File: src/hdl/iba_pkg.sv
// Shared widths, codes and reset values for the impulse band accumulator.
// No dependencies; every other file of the block imports this package.
package iba_pkg;

    localparam int BANDS     = 8;
    localparam int OP_W      = 2;
    localparam int TIME_W    = 21;
    localparam int RATE_W    = 18;
    localparam int SIDX_W    = 16;
    localparam int VOL_W     = 16;
    localparam int SUM_W     = 32;
    localparam int LEN_W     = 17;
    localparam int FRAC_W    = 16;
    localparam int PROD_W    = TIME_W + RATE_W;
    localparam int IDX_W     = PROD_W - FRAC_W;
    localparam int DEPTH_DEF = 65536;
    localparam int LEN_MAX   = 131071;

    localparam int PADDR_W = 3;
    localparam int PDATA_W = 32;

    localparam logic [RATE_W-1:0] RATE_RST  = RATE_W'(44100);
    localparam logic [TIME_W-1:0] LIMIT_RST = TIME_W'(1310720);

    // Operation codes carried by a request.
    localparam logic [OP_W-1:0] OP_ADD  = 2'd0;
    localparam logic [OP_W-1:0] OP_READ = 2'd1;
    localparam logic [OP_W-1:0] OP_RUN  = 2'd2;

    // Register select, taken from the word address bit of paddr.
    localparam logic REG_RATE  = 1'b0;
    localparam logic REG_LIMIT = 1'b1;

    typedef logic [BANDS-1:0][SUM_W-1:0] band_vec_t;
    typedef logic [BANDS-1:0][VOL_W-1:0] vol_vec_t;

endpackage

File: src/hdl/iba_t2i.sv
// Time to sample index converter: registered time * rate product, then
// round half up and drop the Q16 fraction. Depends on iba_pkg.
module iba_t2i (
    input  logic                       clk,
    input  logic [iba_pkg::TIME_W-1:0] tm,
    input  logic [iba_pkg::RATE_W-1:0] rate,
    output logic [iba_pkg::IDX_W-1:0]  idx
);
    import iba_pkg::*;

    localparam logic [PROD_W-1:0] HALF = PROD_W'(1) << (FRAC_W - 1);

    logic [PROD_W-1:0] prod_reg;
    logic [PROD_W-1:0] rounded;

    always_ff @(posedge clk)
    begin
        prod_reg <= PROD_W'(tm) * PROD_W'(rate);
    end

    // The product stays below 2^39 - 2^21, so adding half an LSB cannot carry out.
    assign rounded = prod_reg + HALF;
    assign idx     = rounded[PROD_W-1:FRAC_W];

endmodule

File: config.mk
export PLATFORM = sky130hd
export DESIGN_NAME = iba_t2i
export DESIGN_NICKNAME = d
export VERILOG_FILES = /design/src/hdl/iba_pkg.sv /design/src/hdl/iba_t2i.sv
export SDC_FILE = /design/constraint.sdc
export NUM_CORES = 1
export LEC_CHECK = 0
export ABC_AREA = 0
export BUFFER_PORTS_ARGS = -buffer_cell sky130_fd_sc_hd__buf_2
export CAP_MARGIN = 20
export CORE_MARGIN = 4
export CORE_UTILIZATION = 44
export CTS_CLUSTER_DIAMETER = 120
export CTS_CLUSTER_SIZE = 40
export DETAILED_ROUTE_END_ITERATION = 16
export GPL_ROUTABILITY_DRIVEN = 0
export PLACE_DENSITY = 0.71
export SLEW_MARGIN = 10
export SYNTH_ARGS = -nofsm -noshare
export SYNTH_HDL_FRONTEND = slang
export SYNTH_SLANG_ARGS = --single-unit
File: constraint.sdc
create_clock -name clk -period 18.1 [get_ports clk]
set_clock_uncertainty 0.05 [all_clocks]
set_input_delay 0.905 -clock clk [delete_from_list [all_inputs] [get_ports clk]]
set_output_delay 0.905 -clock clk [all_outputs]
set_load 0.01 [all_outputs]
==> impl_metrics.csv <==
group,metric,value,unit
final_layout,syn2layout_area_growth,4.90,%
floorplan,io_pins,63,
yosys,async_reset_ff_share,0,%
cts,root_buffer,"clkbuf_16",
yosys,ys_seq_elements,24,
placed_design,hpwl,24600,um
sta,fin_crit,6.72,ns
cts,cts_buffers,3,
grt,gr-usage-all-layers,19.5,%
cts,cts_hold_buf,0,
cts,post_cts_resized,0,
status,status,"finished clean",
yosys,synth_area,12900,um2
final_layout,largest_register_ffs,24,
sta,rsz0062_at_grt,"no",
yosys,synth_edf_count,0,
yosys,synth_top_cell_by_area,"fa_1",
cts,clk_path_buf_depth,2,
yosys,netlist_instances,1495,
sta,worstMarginPinSlew,0.653,ns
sta,slew_viol_final,0,
sta,finalSetupTns,0,ns
cts,cts.sinks,24,
final_layout,num-fill-cells,2836,
floorplan,rows,62,
sta,max_freq,149,MHz
sta,slew_headroom,56.1,%
detailed_routing,met3_length,1140,um
critical_path,critPathLaunchType,"input pin",
cts,htree_levels,1,
floorplan,dieHeight,179,um
detailed_routing,wl_met2,15300,um
yosys,ys_warn_count,0,
detailed_routing,firstDrtPassIters,6,
grt,grt_pass1_wl,51000,um
final_layout,diodes,0,
min_path,hold_path.class,"flop to output port",
floorplan,core_area,28900,um2
placed_design,io_buffers,62,
detailed_routing,drc_errors,0,
detailed_routing,wl,29400,um
detailed_routing,top_layer_used,"met4",
detailed_routing,drtIter0Drc,443,
grt,antenna_found_initial,0,
sta,period_share,37.1,%
critical_path,cp.required,18.18,ns
yosys,syn_area_per_cell,8.64,um2
sta,hold_viol_final,0,
cts,tritoncts,"yes",
yosys,synth_seq_area_share,3.72,%
floorplan,die_x,179,um
final_layout,drive_gt1_share,5.63,%
yosys,synth_top_area_share,46.8,%
final_layout,final_nets,1945,
grt,grt_max_degree,22,
detailed_routing,met1Wirelength,11700,um
detailed_routing,ant_nets,0,
grt,gr-total-overflow,0,
yosys,ys.flop_type,"dfxtp_1",
placed_design,dp_cells,1871,
critical_path,arrival,6.80,ns
critical_path,worstSetupEndpointType,"flop",
detailed_routing,routedWlPerCell,15.7,um
yosys,syn_nets,1948,
final_layout,final_cells,1875,
cts,cts_setup_buffers,0,
run,drv_cap,0,
critical_path,crit_path_max_fanout,21,
sta,setup-violations-final,0,
grt,grt_pass1_vias,10959,
floorplan,dieArea,32200,um2
cts,cts.clk_slew.worst_paths,0.06,ns
detailed_routing,via_per_inst,5.15,
yosys,ys_types,53,
detailed_routing,vias,9660,
critical_path,worstSetupPathType,"input pin to flop",
floorplan,start_util,44.8,%
yosys,synth.area.top_cells,"fa_1 47%, inv_1 11%, ha_1 11%",
## worst paths after layout
check / cells after the start / startpoint / to / slack [ns]
hold / removal: 2 / prod_reg[29]$_DFF_P_ / idx[13] / 1.66
setup / recovery: 21 / rate[4] / prod_reg[38]$_DFF_P_ / 11.38
## area by class of cell
type | instances | area (um2) | area share, %
multi-input cells | 1029 | 10800 | 79.5
repair buffers | 62 | 310 | 2.29
well taps | 384 | 480 | 3.55
inverters | 372 | 1400 | 10.3
clock buffers | 3 | 75.1 | 0.554
flip-flops and latches | 24 | 480 | 3.55
clock inverters | 1 | 30.0 | 0.222
## per-layer routing
| metal | GRT usage [%] | up-vias |
|---|---|---|
| li1 | - | 4346 |
| met5 | 0 | - |
| met1 | 23.4 | 4976 |
| met3 | 1.51 | 71 |
| met4 | 6.85 | 0 |
| met2 | 36.8 | 267 |
## through the flow
step	setup WS (ns)	utilization (%)	cell area, um2	hold WS (ns)
after floorplan	11.50	-	12900	1.26
after global placement	11.27	46.6	13400	1.37
after detailed placement	11.19	46.6	13400	1.38
after CTS	11.45	47.0	13600	1.68
after global routing	11.04	47.0	13600	1.69
final	11.38	47.0	13600	1.66
## worst max-delay path, cell delays in order
cell and delay [ns]:
buf_2 0.34, nand2_1 0.15, fa_1 0.53, inv_1 0.05, fa_1 0.52, inv_1 0.05, fa_1 0.50, inv_1 0.06
fa_1 0.53, inv_1 0.05, fa_1 0.48, inv_1 0.05, fa_1 0.43, ha_1 0.38, and2_1 0.20, nand4_1 0.11
o31ai_1 0.56, o21ai_1 0.24, a21oi_1 0.32, mux2i_1 0.22, o311ai_0 0.13
## placed cells by master (no fill, tap or decap), types with 2 or more instances in the layout
cell type / netlist / final
inv_1: 372 / 372
fa_1: 302 / 302
nand2_1: 263 / 263
and2_1: 137 / 137
ha_1: 111 / 111
buf_2: 0 / 62
xnor2_1: 29 / 29
a21oi_1: 28 / 28
nor2_1: 24 / 24
dfxtp_1: 24 / 24
a21o_1: 18 / 18
o21ai_0: 15 / 15
xor2_1: 14 / 14
nand3_1: 13 / 13
and3_1: 12 / 12
nand4_1: 8 / 8
and4_1: 4 / 4
a31oi_1: 4 / 4
o21bai_1: 4 / 4
nor2b_1: 3 / 3
clkbuf_16: 0 / 3
and3_2: 2 / 2
o211ai_1: 2 / 2
o21ai_2: 2 / 2
a211oi_1: 2 / 2
a21boi_0: 2 / 2
mux2i_1: 2 / 2
nor3_1: 2 / 2
or2_2: 2 / 2
## logic make-up after synthesis
family | count (synthesis) | share of synthesized area (%)
AND/OR/NAND/NOR | 475 | 17.5
buffers and inverters | 442 | 12.8
adder cells (fa/ha/maj) | 413 | 57.5
AO/OA/AOI/OAI | 96 | 5.34
XOR/XNOR | 43 | 2.92
flip-flops | 24 | 3.72
multiplexers | 2 | 0.155
## cells in the mapped netlist (all sizes together), types with 2 or more instances
library cell / n
a21o: 18
nor3: 2
nand4: 8
clkbuf: 69
and4: 4
or2: 2
a21oi: 29
or3: 2
o21bai: 4
xor2: 14
mux2i: 2
dfxtp: 24
a221oi: 2
o21ai: 18
nor2b: 4
nand2: 263
a221o: 2
a31oi: 5
fa: 302
o21ba: 2
a21boi: 2
inv: 372
ha: 111
xnor2: 29
a211oi: 3
nor2: 24
and2: 138
and3: 14
nand3: 13
o211ai: 3
Power is not shown: default switching activity piles up to over one toggle a cycle in this logic, so the estimate is an artifact.
